**config.mk**
```make
export PLATFORM = sky130hd
export DESIGN_NAME = lcd_nibble_queue_driver_top
export DESIGN_NICKNAME = d
export VERILOG_FILES = /design/src/lnqd_pkg.sv /design/src/lnqd_ram.sv /design/src/lnqd_fifo.sv /design/src/lnqd_front.sv /design/src/lnqd_back.sv /design/src/lcd_nibble_queue_driver_top.sv
export SDC_FILE = /design/constraint.sdc
export NUM_CORES = 1
export LEC_CHECK = 0
export BUFFER_PORTS_ARGS = -buffer_cell sky130_fd_sc_hd__buf_2
export CAP_MARGIN = 20
export CORE_ASPECT_RATIO = 1.5
export CORE_UTILIZATION = 30
export DETAILED_ROUTE_END_ITERATION = 7
export PLACE_DENSITY = 0.5
export SKIP_CTS_REPAIR_TIMING = 1
export SLEW_MARGIN = 20
export SYNTH_ARGS = -nofsm -noshare
export SYNTH_HDL_FRONTEND = slang
export SYNTH_SLANG_ARGS = --single-unit
```
**constraint.sdc**
```tcl
create_clock -name clk_i -period 3.6 [get_ports clk_i]
set_clock_uncertainty 0.05 [all_clocks]
set_input_delay 0.36 -clock clk_i [delete_from_list [all_inputs] [get_ports clk_i]]
set_output_delay 0.36 -clock clk_i [all_outputs]
set_load 0.02 [all_outputs]
```
**src/lnqd_pkg.sv**
```systemverilog
package lnqd_pkg;

  // Default ring size in nibble entries (one slot is kept free)
  localparam int unsigned QueueDepthDef = 64;

  // Command codes on the request port
  localparam logic [1:0] CMD_PUSH_DATA  = 2'd0;
  localparam logic [1:0] CMD_PUSH_INSTR = 2'd1;
  localparam logic [1:0] CMD_TICK       = 2'd2;

  // Nibble masks
  localparam logic [7:0] NibbleMask = 8'h0F;
  localparam logic [7:0] HighBit    = 8'h80;

  typedef enum logic [1:0] {
    KIND_DATA,
    KIND_INSTR,
    KIND_TICK,
    KIND_NONE
  } kind_e;

  // Classified request handed from front to back
  typedef struct packed {
    kind_e      kind;
    logic [7:0] value;
  } cmd_t;

  // One result item
  typedef struct packed {
    logic [3:0] nibble;
    logic       rs;
    logic       en;
    logic       dropped;
    logic       empty;
  } res_t;

  // Handshake between a producer and a consumer stage
  typedef struct packed {
    logic vld;
    logic rdy;
  } hs_t;

endpackage

```
**src/lnqd_ram.sv**
```systemverilog
module lnqd_ram #(
  parameter int unsigned WIDTH = 9,
  parameter int unsigned DEPTH = 32
) (
  input  logic                     clk_i,
  input  logic                     we_i,
  input  logic [$clog2(DEPTH)-1:0] waddr_i,
  input  logic [WIDTH-1:0]         wdata_i,
  input  logic [$clog2(DEPTH)-1:0] raddr_i,
  output logic [WIDTH-1:0]         rdata_o
);

  logic [WIDTH-1:0] mem_q [DEPTH];

  // Single write port, registered read (old data on collision)
  always_ff @(posedge clk_i) begin
    if (we_i) begin
      mem_q[waddr_i] <= wdata_i;
    end
    rdata_o <= mem_q[raddr_i];
  end

endmodule

```
**src/lnqd_fifo.sv**
```systemverilog
module lnqd_fifo #(
  parameter int unsigned WIDTH = 8
) (
  input  logic             clk_i,
  input  logic             rst_ni,
  input  logic             push_i,
  input  logic [WIDTH-1:0] wdata_i,
  output logic             full_o,
  input  logic             pop_i,
  output logic [WIDTH-1:0] rdata_o,
  output logic             empty_o
);

  // Two-entry register queue: sustains one request per cycle while not full
  logic [WIDTH-1:0] slot_q [2];
  logic             wr_q, wr_d;
  logic             rd_q, rd_d;
  logic [1:0]       cnt_q, cnt_d;
  logic             do_push, do_pop;

  assign full_o  = (cnt_q == 2'd2);
  assign empty_o = (cnt_q == 2'd0);
  assign do_push = push_i && !full_o;
  assign do_pop  = pop_i && !empty_o;
  assign rdata_o = slot_q[rd_q];

  always_comb begin
    wr_d  = do_push ? ~wr_q : wr_q;
    rd_d  = do_pop ? ~rd_q : rd_q;
    cnt_d = cnt_q;
    if (do_push && !do_pop) begin
      cnt_d = cnt_q + 2'd1;
    end else if (do_pop && !do_push) begin
      cnt_d = cnt_q - 2'd1;
    end
  end

  always_ff @(posedge clk_i or negedge rst_ni) begin
    if (!rst_ni) begin
      wr_q  <= 1'b0;
      rd_q  <= 1'b0;
      cnt_q <= 2'd0;
    end else begin
      wr_q  <= wr_d;
      rd_q  <= rd_d;
      cnt_q <= cnt_d;
    end
  end

  // Payload storage, no reset
  always_ff @(posedge clk_i) begin
    if (do_push) begin
      slot_q[wr_q] <= wdata_i;
    end
  end

endmodule

```
**src/lnqd_front.sv**
```systemverilog
module lnqd_front import lnqd_pkg::*; (
  input  logic       clk_i,
  input  logic       rst_ni,
  input  logic       push,
  output logic       full,
  input  logic [1:0] command_i,
  input  logic [7:0] byte_value_i,
  output hs_t        cmd_hs_o,
  input  logic       cmd_take_i,
  output cmd_t       cmd_o
);

  cmd_t dec;
  logic cq_empty;

  // Classify the request
  always_comb begin
    dec.value = byte_value_i;
    case (command_i)
      CMD_PUSH_DATA:  dec.kind = KIND_DATA;
      CMD_PUSH_INSTR: dec.kind = KIND_INSTR;
      CMD_TICK:       dec.kind = KIND_TICK;
      default:        dec.kind = KIND_NONE;
    endcase
  end

  // Decoupling queue towards the back end
  lnqd_fifo #(
    .WIDTH ($bits(cmd_t))
  ) u_cmd_q (
    .clk_i   (clk_i),
    .rst_ni  (rst_ni),
    .push_i  (push),
    .wdata_i (dec),
    .full_o  (full),
    .pop_i   (cmd_take_i),
    .rdata_o (cmd_o),
    .empty_o (cq_empty)
  );

  assign cmd_hs_o.vld = !cq_empty;
  assign cmd_hs_o.rdy = cmd_take_i;

endmodule

```
**src/lnqd_back.sv**
```systemverilog
module lnqd_back import lnqd_pkg::*; #(
  parameter int unsigned QUEUE_DEPTH = QueueDepthDef
) (
  input  logic clk_i,
  input  logic rst_ni,
  input  logic cmd_vld_i,
  input  cmd_t cmd_i,
  output logic cmd_take_o,
  input  logic res_full_i,
  output logic res_push_o,
  output res_t res_o
);

  // Nibble count holds 0..QUEUE_DEPTH-1; bytes are stored whole
  localparam int unsigned CntW   = $clog2(QUEUE_DEPTH);
  localparam int unsigned BDepth = (QUEUE_DEPTH + 1) / 2;
  localparam int unsigned BaW    = $clog2(BDepth);

  logic [CntW-1:0] used_q, used_d;
  logic [BaW-1:0]  wr_q, wr_d;
  logic [BaW-1:0]  rd_q, rd_d;
  logic            half_q, half_d;   // high nibble of head already sent
  logic            phase_q, phase_d; // E level
  logic [3:0]      nib_q, nib_d;
  logic            rs_q, rs_d;
  logic            byp_q;
  logic [8:0]      byp_data_q;
  logic            we;
  logic [8:0]      wdata;
  logic [8:0]      rdata;
  logic [8:0]      head;
  logic            fire;
  logic            dropped;

  assign fire       = cmd_vld_i && !res_full_i;
  assign cmd_take_o = fire;
  assign res_push_o = fire;
  assign head       = byp_q ? byp_data_q : rdata;
  assign wdata      = {cmd_i.kind == KIND_INSTR, cmd_i.value};

  // Execute one request
  always_comb begin
    used_d  = used_q;
    wr_d    = wr_q;
    rd_d    = rd_q;
    half_d  = half_q;
    phase_d = phase_q;
    nib_d   = nib_q;
    rs_d    = rs_q;
    we      = 1'b0;
    dropped = 1'b0;
    if (fire) begin
      case (cmd_i.kind)
        KIND_DATA, KIND_INSTR: begin
          if (used_q < CntW'(QUEUE_DEPTH - 2)) begin
            we     = 1'b1;
            wr_d   = (wr_q == BaW'(BDepth - 1)) ? '0 : wr_q + BaW'(1);
            used_d = used_q + CntW'(2);
          end else begin
            dropped = 1'b1;
          end
        end
        KIND_TICK: begin
          if (phase_q) begin
            phase_d = 1'b0;
          end else if (used_q != '0) begin
            nib_d   = half_q ? 4'(head[7:0] & NibbleMask) : head[7:4];
            rs_d    = !head[8];
            phase_d = 1'b1;
            used_d  = used_q - CntW'(1);
            half_d  = !half_q;
            if (half_q) begin
              rd_d = (rd_q == BaW'(BDepth - 1)) ? '0 : rd_q + BaW'(1);
            end
          end
        end
        default: ;
      endcase
    end
  end

  always_comb begin
    res_o.nibble  = nib_d;
    res_o.rs      = rs_d;
    res_o.en      = phase_d;
    res_o.dropped = dropped;
    res_o.empty   = (used_d == '0);
  end

  always_ff @(posedge clk_i or negedge rst_ni) begin
    if (!rst_ni) begin
      used_q  <= '0;
      wr_q    <= '0;
      rd_q    <= '0;
      half_q  <= 1'b0;
      phase_q <= 1'b0;
      nib_q   <= 4'd0;
      rs_q    <= 1'b0;
      byp_q   <= 1'b0;
    end else begin
      used_q  <= used_d;
      wr_q    <= wr_d;
      rd_q    <= rd_d;
      half_q  <= half_d;
      phase_q <= phase_d;
      nib_q   <= nib_d;
      rs_q    <= rs_d;
      byp_q   <= we && (wr_q == rd_d);
    end
  end

  // Forward a byte written to the slot being read this cycle
  always_ff @(posedge clk_i) begin
    byp_data_q <= wdata;
  end

  // Byte store, head slot re-read every cycle
  lnqd_ram #(
    .WIDTH (9),
    .DEPTH (BDepth)
  ) u_store (
    .clk_i   (clk_i),
    .we_i    (we),
    .waddr_i (wr_q),
    .wdata_i (wdata),
    .raddr_i (rd_d),
    .rdata_o (rdata)
  );

endmodule

```
**src/lcd_nibble_queue_driver_top.sv**
```systemverilog
// Character LCD driver for a 4-bit bus. Each request is a data push, an
// instruction push or a driver tick; every request yields exactly one result
// carrying the pin levels (D7..D4, RS, E), a drop flag and the queue status.
// A push queues the byte as two nibbles, high first, and is refused when
// fewer than two of the QUEUE_DEPTH-1 nibble slots are free. A tick raises E
// with the next nibble, or drops E if it is high. One request is taken per
// cycle while the result queue has room; the request is first held in the
// front-end command queue, then the back end executes it and writes its
// result into the result queue, from which it is popped at the result ports.
// The nibble store is a RAM of (QUEUE_DEPTH+1)/2 byte entries with a
// registered read of the head slot.
module lcd_nibble_queue_driver_top import lnqd_pkg::*; #(
  parameter int unsigned QUEUE_DEPTH = QueueDepthDef
) (
  input  logic       clk_i,
  input  logic       rst_ni,
  input  logic       push,
  output logic       full,
  input  logic [1:0] command_i,
  input  logic [7:0] byte_value_i,
  output logic       empty,
  input  logic       pop,
  output logic [3:0] bus_nibble_o,
  output logic       register_select_o,
  output logic       enable_pin_o,
  output logic       push_dropped_o,
  output logic       queue_empty_o
);

  hs_t  cmd_hs;
  cmd_t cmd;
  logic cmd_take;
  logic res_full;
  logic res_push;
  res_t res;
  res_t res_out;

  // Front end: classify and queue requests
  lnqd_front u_front (
    .clk_i        (clk_i),
    .rst_ni       (rst_ni),
    .push         (push),
    .full         (full),
    .command_i    (command_i),
    .byte_value_i (byte_value_i),
    .cmd_hs_o     (cmd_hs),
    .cmd_take_i   (cmd_take),
    .cmd_o        (cmd)
  );

  // Back end: nibble store and pin sequencing
  lnqd_back #(
    .QUEUE_DEPTH (QUEUE_DEPTH)
  ) u_back (
    .clk_i      (clk_i),
    .rst_ni     (rst_ni),
    .cmd_vld_i  (cmd_hs.vld),
    .cmd_i      (cmd),
    .cmd_take_o (cmd_take),
    .res_full_i (res_full),
    .res_push_o (res_push),
    .res_o      (res)
  );

  // Result queue
  lnqd_fifo #(
    .WIDTH ($bits(res_t))
  ) u_res_q (
    .clk_i   (clk_i),
    .rst_ni  (rst_ni),
    .push_i  (res_push),
    .wdata_i (res),
    .full_o  (res_full),
    .pop_i   (pop),
    .rdata_o (res_out),
    .empty_o (empty)
  );

  assign bus_nibble_o      = res_out.nibble;
  assign register_select_o = res_out.rs;
  assign enable_pin_o      = res_out.en;
  assign push_dropped_o    = res_out.dropped;
  assign queue_empty_o     = res_out.empty;

`ifndef SYNTH
  // A request leaves the command queue only with a result entering its queue
  a_take_has_result: assert property (@(posedge clk_i) disable iff (!rst_ni)
    cmd_hs.rdy |-> (cmd_hs.vld && res_push && !res_full))
    else $error("command taken without a result");

  // A refused push means the queue is nearly full, hence not empty
  a_drop_not_empty: assert property (@(posedge clk_i) disable iff (!rst_ni)
    (res_push && res.dropped) |-> !res.empty)
    else $error("push refused with empty queue");

  // Only pushes can be refused
  a_drop_is_push: assert property (@(posedge clk_i) disable iff (!rst_ni)
    (res_push && res.dropped) |-> (cmd.kind == KIND_DATA || cmd.kind == KIND_INSTR))
    else $error("non-push request flagged as dropped");
`endif

endmodule
```
==> flow_metrics.tcl, run 1 <==
set metrics [dict create \
    first_iter_violations 773 \
    clock-sinks 374 \
    vias_per_cell 5.27 \
    netlist_instances 1239 \
    fin_cells 2162 \
    maxCapViolCount 0 \
    synthFlopType "edfxtp_1" \
    cp.arrival_ps 3890 \
    core_area_sq_um 57800 \
    drt_wl_total_mm 51.4 \
    end_kind "register" \
    cts_buffers 36 \
    grt.total_usage_pct 17.2 \
    min_from "push" \
    p_total_uw 16800 \
    htree_num_levels 2 \
    period_needed_ps 3550 \
    ys_seq_elements 374 \
    worstHoldPathType "primary input to register" \
    grt_max_degree 61 \
    layout-drive-gt1-share_pct 26.9 \
    root_buffer "clkbuf_16" \
    cts.path.max_buffers 3 \
    hold_end "u_front.u_cmd_q.wr_q$_DFFE_PN0P_" \
    cts_tree "built" \
    die_h_um 298 \
    grt_pass1_vias 11928 \
    dieArea_sq_um 59600 \
    clk_latency_ps 540 \
    fin_crit_sh_pct 98.5 \
    dp_hpwl_mm 33.4 \
    drt_pass1_iterations 5 \
    synth_edf_count 324 \
    clock.fmax_mhz 282 \
    syn_nets 1266 \
    diodes 0 \
    dp.cells 2074 \
    r2r-end "u_back.u_store.rdata_o[2]$_DFF_P_" \
    max-vdd-ir-drop_uv 323 \
    fp-row-count 108 \
    routedWlPerCell_um 23.8 \
    vias 11404 \
    io_pins 24 \
    grt.overflow.total 0 \
    nets 1394 \
    setup_violations 0 \
    report.final.slew_viol_count 0 \
    r2r_slack_ps 50 \
    ys_types 72 \
    cp-start-kind "register" \
    critPathKind "register to register" \
    setup_tns_ps 0 \
    power_density_nw_per_um2 809 \
    worstMarginPinSlew_ps 927 \
    yosysWarnings 0 \
    synthArstFlopShare_pct 8.56 \
    die_x_um 200 \
    grt_pass1_wl_mm 76.0 \
    run_status "completed" \
    io_buffers 23 \
    crit_fanout 5 \
    crit_required_ps 3950 \
    synthesis.area_sq_um 17600 \
    cts.clk_slew.worst_paths_ps 70 \
    drc_errors 0 \
    gp_congestion 0.887 \
    rsz0062_at_grt "true" \
    p_leak_uw 0.00743 \
    slew-limit-headroom_pct 38.2 \
    area_growth_pct 18.4 \
    r2r_cells 12 \
    start_util_pct 30.4 \
    hold_path_depth 3 \
    antenna_found_initial 0 \
    syn_avg_cell_area_sq_um 14.2 \
    hold_viol_final 0 \
    fill_cells 5561 \
    seq_area_frac_synth_pct 61.9 \
    ant_nets 0 \
    r2r_start "u_back.rd_q[1]$_DFF_PN0_" \
    holdWs_ps 105 \
]
[how the worst max path moves through the flow]
stage	start	cells after the start	to	slack (ps)
6_report	u_back.rd_q[1]$_DFF_PN0_	12	u_back.u_store.rdata_o[2]$_DFF_P_	50
3_5_place_dp	u_back.rd_q[1]$_DFF_PN0_	12	u_back.u_store.rdata_o[0]$_DFF_P_	-20
5_1_grt	u_back.rd_q[1]$_DFF_PN0_	13	u_back.u_store.rdata_o[2]$_DFF_P_	-70
3_3_place_gp	u_back.rd_q[1]$_DFF_PN0_	12	u_back.u_store.rdata_o[0]$_DFF_P_	7
4_1_cts	u_back.rd_q[1]$_DFF_PN0_	12	u_back.u_store.rdata_o[0]$_DFF_P_	-60
2_1_floorplan	u_back.rd_q[0]$_DFF_PN0_	13	u_back.u_store.rdata_o[1]$_DFF_P_	150
[cells by family after synthesis]
family / Yosys count / share of synthesized area [%]
fa+ha+maj: 13 / 0.925
buf+inv: 100 / 2.58
xor+xnor: 18 / 0.897
flops: 374 / 61.9
simple gates: 207 / 6.23
compound gates: 259 / 11.0
mux: 268 / 16.4
[state kept, by name, indices dropped and copies added, names as in the netlist, 4 cells and up]
name and flops:
u_back.u_store.mem_q 288, u_front.u_cmd_q.slot_q 20, u_res_q.slot_q 16, u_back.byp_data_q 9, u_back.u_store.rdata_o 9, u_back.used_q 6
u_back.rd_q 5, u_back.wr_q 5, u_back.nib_q 4
[layout make-up]
class,instances,area (sq um),share of cell area (%)
Sequential cell,374,10900,52.3
Multi-Input combinational cell,765,6300,30.3
Timing Repair Buffer,176,1450,6.96
Clock buffer,45,977,4.69
Tap cell,770,963,4.63
Clock inverter,18,185,0.889
Inverter,14,52.6,0.252
[critical path, stage by stage, from the launching register on]
cell       delay, ps
dfrtp_4          490
ha_4             170
and3_1           180
ha_2             180
buf_6            130
a211oi_4         350
nand2_4          150
buf_4            180
clkbuf_16        150
mux2_2           270
a222oi_1         380
o22ai_2          190
or4_1            520
[where the power goes]
| part | switching (uW) | leakage (uW) | total (uW) | internal, uW |
|---|---|---|---|---|
| sequential | 406 | 0.00348 | 6210 | 5800 |
| combinational | 4210 | 0.00339 | 6830 | 2630 |
| clock | 1640 | 0.000560 | 3800 | 2160 |
| total | 6250 | 0.00743 | 16800 | 10600 |
[cell usage in the layout (no fill, tap or decap), types with 8 or more instances in the layout]
cell type / instances
edfxtp_1: 324
inv_1: 10
dfrtp_1: 30
a31oi_1: 8
buf_2: 23
nand2_1: 33
a211o_1: 9
clkbuf_16: 41
ha_1: 11
nand3_1: 35
mux2_1: 8
o221ai_1: 17
nor3_1: 22
a21oi_1: 37
and3_1: 14
mux2i_1: 140
nor2_1: 48
mux2_2: 116
a311oi_1: 11
o22ai_1: 12
o31ai_1: 8
dfxtp_1: 18
clkinv_2: 8
xnor2_1: 13
a222oi_1: 34
buf_4: 129
dlygate4sd3_1: 11
o21ai_0: 58
[Yosys cell counts (11+ instances only)]
master | instances | share of area (%)
edfxtp_1 | 324 | 55
mux2i_1 | 140 | 8.0
mux2_2 | 116 | 7.4
o21ai_0 | 58 | 1.7
nor2_1 | 49 | 1.0
clkbuf_1 | 43 | 0.92
a21oi_1 | 38 | 1.1
nand3_1 | 35 | 1.0
a222oi_1 | 34 | 1.9
nand2_1 | 33 | 0.70
dfrtp_1 | 32 | 4.6
buf_2 | 23 | 0.65
nor3_1 | 22 | 0.63
dfxtp_1 | 18 | 2.0
o221ai_1 | 17 | 0.85
and3_1 | 14 | 0.50
o22ai_1 | 14 | 0.50
ha_1 | 13 | 0.93
xnor2_1 | 13 | 0.65
a311oi_1 | 11 | 0.55
[routing by layer]
layer	vias up	track usage [%]	wire length (um)
met5	-	0	0
met4	0	7.74	2030
met3	78	1.53	1450
met2	232	32.9	28400
met1	5901	18.7	19500
li1	5193	-	-
[metrics by stage]
stage,util [%],setup WS (ps),instance area [sq um]
after floorplan,-,152,17600
after global placement,33.4,7.17,19300
after detailed placement,33.4,-19.8,19300
after CTS,35.4,-59.4,20500
after global routing,36.0,-70.6,20800
final,36.0,52.2,20800
Power figures use the tool's default switching activity.
==> run 2: changes to the inputs <==
Settings changed: GPL_TIMING_DRIVEN from default to 0.
==> flow_metrics.tcl, run 2 (same netlist as run 1, synthesis figures left out) <==
set metrics [dict create \
    root_buffer "clkbuf_16" \
    grt.overflow.total 0 \
    core_area_sq_um 57800 \
    cts.clk_slew.worst_paths_ps 70 \
    period_needed_ps 3590 \
    area_growth_pct 15.8 \
    maxCapViolCount 0 \
    switching_share_pct 38.2 \
    cts_buffers 37 \
    die_x_um 200 \
    fp-row-count 108 \
    critPathKind "register to register" \
    io_pins 24 \
    run_status "completed" \
    setup_violations 0 \
    clock.fmax_mhz 278 \
    p_comb_share_pct 41.2 \
    power_density_nw_per_um2 828 \
    worstHoldPathType "primary input to register" \
    nets 1345 \
    cp-start-kind "register" \
    fin_crit_sh_pct 99.8 \
    layout_commonest_cell "edfxtp_1" \
    grt_max_degree 34 \
    first_iter_violations 879 \
    drt_pass1_iterations 6 \
    max-vdd-ir-drop_uv 385 \
    clk_latency_ps 550 \
    cts.path.max_buffers 3 \
    grt.total_usage_pct 17.8 \
    vias 11353 \
    dp_slack_ps -1510 \
    htree_num_levels 2 \
    routedWlPerCell_um 25.0 \
    clock-sinks 374 \
    largest_register_ffs 288 \
    rsz0062_at_grt "true" \
    antenna_found_initial 0 \
    top_regs "u_back.u_store.mem_q (288), u_front.u_cmd_q.slot_q (20), u_res_q.slot_q (16)" \
    dp_hpwl_mm 36.3 \
    p_seq_share_pct 35.9 \
    ant_nets 0 \
    fin_ws_ps 6.61 \
    io_buffers 21 \
    cts_tree "built" \
    grt_pass1_vias 11866 \
    drt_wl_total_mm 52.8 \
    vias_per_cell 5.37 \
    dieArea_sq_um 59600 \
    slew-limit-headroom_pct 29.2 \
    p_total_uw 16900 \
    hold_viol_final 0 \
    diodes 0 \
    p_leak_uw 0.00703 \
    final_cell_mix "edfxtp_1, mux2i_1, mux2_2, o21ai_0" \
    place_area_sq_um 18700 \
    clkPwrFrac_pct 22.9 \
    p_sw_uw 6430 \
    grt_pass1_wl_mm 77.5 \
    postLayoutCellArea_sq_um 20400 \
    cp.arrival_ps 3870 \
    report.final.slew_viol_count 0 \
    end_kind "register" \
    layout-drive-gt1-share_pct 24.7 \
    gp_congestion 0.870 \
    drc_errors 0 \
    p_int_uw 10400 \
    largest_register "u_back.u_store.mem_q" \
    start_util_pct 30.4 \
    die_h_um 298 \
    crit_fanout 10 \
    crit_required_ps 3870 \
    fill_cells 5679 \
    worstMarginPinSlew_ps 1060 \
]
run 2: path summary, 6_finish.rpt:
path	startpoint	end	slack, ps	cells past startpoint
worst min register to register	u_res_q.wr_q$_DFFE_PN0P_	u_res_q.wr_q$_DFFE_PN0P_	440	1
worst min-delay path	command_i[0]	u_front.u_cmd_q.slot_q[0][8]$_DFFE_PP_	30	1
max in group asynchronous	rst_ni	u_back.rd_q[1]$_DFF_PN0_	2540	2
min in group asynchronous	rst_ni	u_res_q.wr_q$_DFFE_PN0P_	400	2
worst max-delay path	u_front.u_cmd_q.rd_q$_DFFE_PN0P_	u_back.u_store.rdata_o[4]$_DFF_P_	7	11
worst max register to register	u_front.u_cmd_q.rd_q$_DFFE_PN0P_	u_back.u_store.rdata_o[4]$_DFF_P_	7	11
run 2: worst max-delay path: stages (launching register included):
cell	delay [ps]
dfrtp_1	430
or3b_4	420
a211o_1	340
buf_6	170
o21ai_4	160
buf_12	140
a21oi_2	90
buf_2	280
clkbuf_2	280
a222oi_1	510
o22a_1	240
nand4b_1	230
run 2: metrics by stage:
stage,hold slack (ps),utilization (%),setup TNS (ps),instances
CTS,-127,34.4,-10460,2099
finish,26.0,35.2,0,2116
global route,37.0,35.2,-4510,2116
global placement,428,32.2,-10210,2030
floorplan,14.4,-,0,1239
detailed placement,435,32.4,-9920,2032
run 2: layout make-up:
cell class / count / area [sq um] / area share [%]
Inverter: 14 / 52.6 / 0.258
Multi-Input combinational cell: 765 / 6440 / 31.7
Buffer: 85 / 513 / 2.52
Timing Repair Buffer: 41 / 313 / 1.54
Clock buffer: 47 / 985 / 4.84
Clock inverter: 20 / 191 / 0.941
Tap cell: 770 / 963 / 4.73
Sequential cell: 374 / 10900 / 53.5
run 2: per-layer routing:
metal / routed length [um] / global-route usage, %
met3: 2180 / 1.96
met4: 2530 / 9.14
met5: 0 / 0
met2: 28500 / 33.3
met1: 19700 / 19.4
run 2: power groups by stage:
stage               Clock [uW]  Sequential [uW]  Combinational, uW
global route              4070             6120               7400
CTS                       3920             6070               6600
finish                    3850             6060               6950
detailed placement           0             6160               6580
floorplan                    0             6050               4300
global placement             0             6150               6440
==> run 3: changes to the inputs <==
Settings changed: CORE_ASPECT_RATIO 1.5 to 1.1.
==> flow_metrics.tcl, run 3 (same netlist as run 1, synthesis figures left out) <==
set metrics [dict create \
    run_status "completed" \
    critPathKind "register to register" \
    fill_cells 5521 \
    cts.clk_slew.worst_paths_ps 60 \
    routedWlPerCell_um 24.4 \
    slowest_stage "a222oi_1" \
    start_util_pct 30.5 \
    top_regs "u_back.u_store.mem_q (288), u_front.u_cmd_q.slot_q (20), u_res_q.slot_q (16)" \
    dp.cells 2016 \
    vias 11411 \
    fin_ws_ps 82.6 \
    worstMarginPinSlew_ps 1080 \
    cts_buffers 41 \
    clock.fmax_mhz 284 \
    switching_share_pct 37.4 \
    root_buffer "clkbuf_16" \
    fin_crit_sh_pct 97.7 \
    layout_commonest_cell "edfxtp_1" \
    max_stage_delay_ps 550 \
    core_area_sq_um 57600 \
    cts.path.max_buffers 3 \
    crit_required_ps 3950 \
    worstHoldPathType "primary input to register" \
    layout-drive-gt1-share_pct 24.6 \
    ant_nets 0 \
    cp_num_buf_inv 4 \
    area_growth_pct 16.6 \
    io_pins 24 \
    grt_pass1_wl_mm 76.0 \
    htree_num_levels 2 \
    setup_violations 0 \
    grt.total_usage_pct 17.2 \
    maxCapViolCount 0 \
    max-vdd-ir-drop_uv 409 \
    period_needed_ps 3520 \
    drt_wl_total_mm 51.4 \
    drt_pass1_iterations 8 \
    p_int_uw 10700 \
    clkPwrFrac_pct 24.7 \
    p_sw_uw 6420 \
    dp_slack_ps -1480 \
    report.final.slew_viol_count 0 \
    slew-limit-headroom_pct 27.5 \
    die_h_um 256 \
    largest_register_ffs 288 \
    first_iter_violations 959 \
    rsz0062_at_grt "true" \
    power_density_nw_per_um2 836 \
    p_comb_share_pct 39.9 \
    hold_viol_final 0 \
    cp-start-kind "register" \
    diodes 0 \
    largest_register "u_back.u_store.mem_q" \
    critPathTopFamily "buffers and inverters" \
    dp_hpwl_mm 34.2 \
    setup_tns_ps 0 \
    die_x_um 233 \
    p_seq_share_pct 35.4 \
    r2r_cells 13 \
    cts_tree "built" \
    critical_path_depth 13 \
    dieArea_sq_um 59600 \
    grt_max_degree 34 \
    drc_errors 0 \
    io_buffers 21 \
    nets 1353 \
    clock-sinks 374 \
    p_leak_uw 0.00712 \
    final_cell_mix "edfxtp_1, mux2i_1, mux2_2, o21ai_0, clkbuf_16" \
    grt_pass1_vias 11604 \
    clk_latency_ps 580 \
    finish.utilization_pct 35.6 \
    hold_path_depth 3 \
    crit_fanout 10 \
    antenna_found_initial 1 \
    gp_congestion 0.857 \
    vias_per_cell 5.41 \
    crit_chain "ha_1, and3_1, ha_2, nor2b_1, buf_2, buf_12, buf_8, buf_8, mux2i_1, mux2i_1, a222oi_1, o22ai_1, nand4b_1" \
    grt.overflow.total 0 \
    fin_cells 2110 \
    cp.arrival_ps 3870 \
    fp-row-count 92 \
    end_kind "register" \
]
==> run 3: cell count changes in the layout (fill, tap and decap cells not counted), sizes merged <==
cell         before  now
dlygate4sd3      10   11
clkinvlp          2    1
buf              69   77
clkinv           17   20
inv              12   15
clkbuf           94   92
==> run 3: final cells by class <==
| cell class | count | area (sq um) | share of cell area [%] |
|---|---|---|---|
| plain buffers | 85 | 514 | 2.51 |
| well taps | 752 | 941 | 4.59 |
| clock buffers | 50 | 1140 | 5.58 |
| clock inverters | 25 | 206 | 1.01 |
| multi-input cells | 765 | 6410 | 31.3 |
| flip-flops and latches | 374 | 10900 | 53.1 |
| repair buffers | 45 | 337 | 1.64 |
| inverters | 14 | 52.6 | 0.256 |
==> run 3: tightest hold or removal path, cell delays in order <==
cell and delay (ps):
buf_2 100, nand2_1 110, xnor2_1 90
==> run 3: worst paths after layout <==
check | slack (ps) | end | startpoint
max | 80 | u_back.u_store.rdata_o[3]$_DFF_P_ | u_back.rd_q[1]$_DFF_PN0_
min in group asynchronous | 370 | u_back.used_q[2]$_DFF_PN0_ | rst_ni
min | 90 | u_front.u_cmd_q.wr_q$_DFFE_PN0P_ | push
min reg2reg | 440 | u_res_q.wr_q$_DFFE_PN0P_ | u_res_q.wr_q$_DFFE_PN0P_
max in group asynchronous | 2570 | u_back.rd_q[0]$_DFF_PN0_ | rst_ni
max reg2reg | 80 | u_back.u_store.rdata_o[3]$_DFF_P_ | u_back.rd_q[1]$_DFF_PN0_
==> run 3: power groups by stage <==
stage               Clock, uW  Sequential, uW  Combinational (uW)
floorplan                   0            6050                4300
global placement            0            6150                6390
detailed placement          0            6160                6480
CTS                      4330            6070                6490
global route             4480            6130                7320
finish                   4240            6060                6840
==> run 3: stage by stage <==
stage | cell area, sq um | power (uW) | hold slack (ps)
after floorplan | 17600 | 10400 | 14.4
after global placement | 18600 | 12500 | 424
after detailed placement | 18700 | 12600 | 435
after CTS | 20100 | 16900 | -169
after global routing | 20500 | 17900 | 83.7
final | 20500 | 17100 | 88.3
==> run 3: metal layers <==
| metal | global-route usage [%] | part of all wire, % |
|---|---|---|
| met1 | 22.2 | 43 |
| met2 | 28.6 | 49 |
| met3 | 2.52 | 4.6 |
| met4 | 7.14 | 3.9 |
| met5 | 0 | 0 |
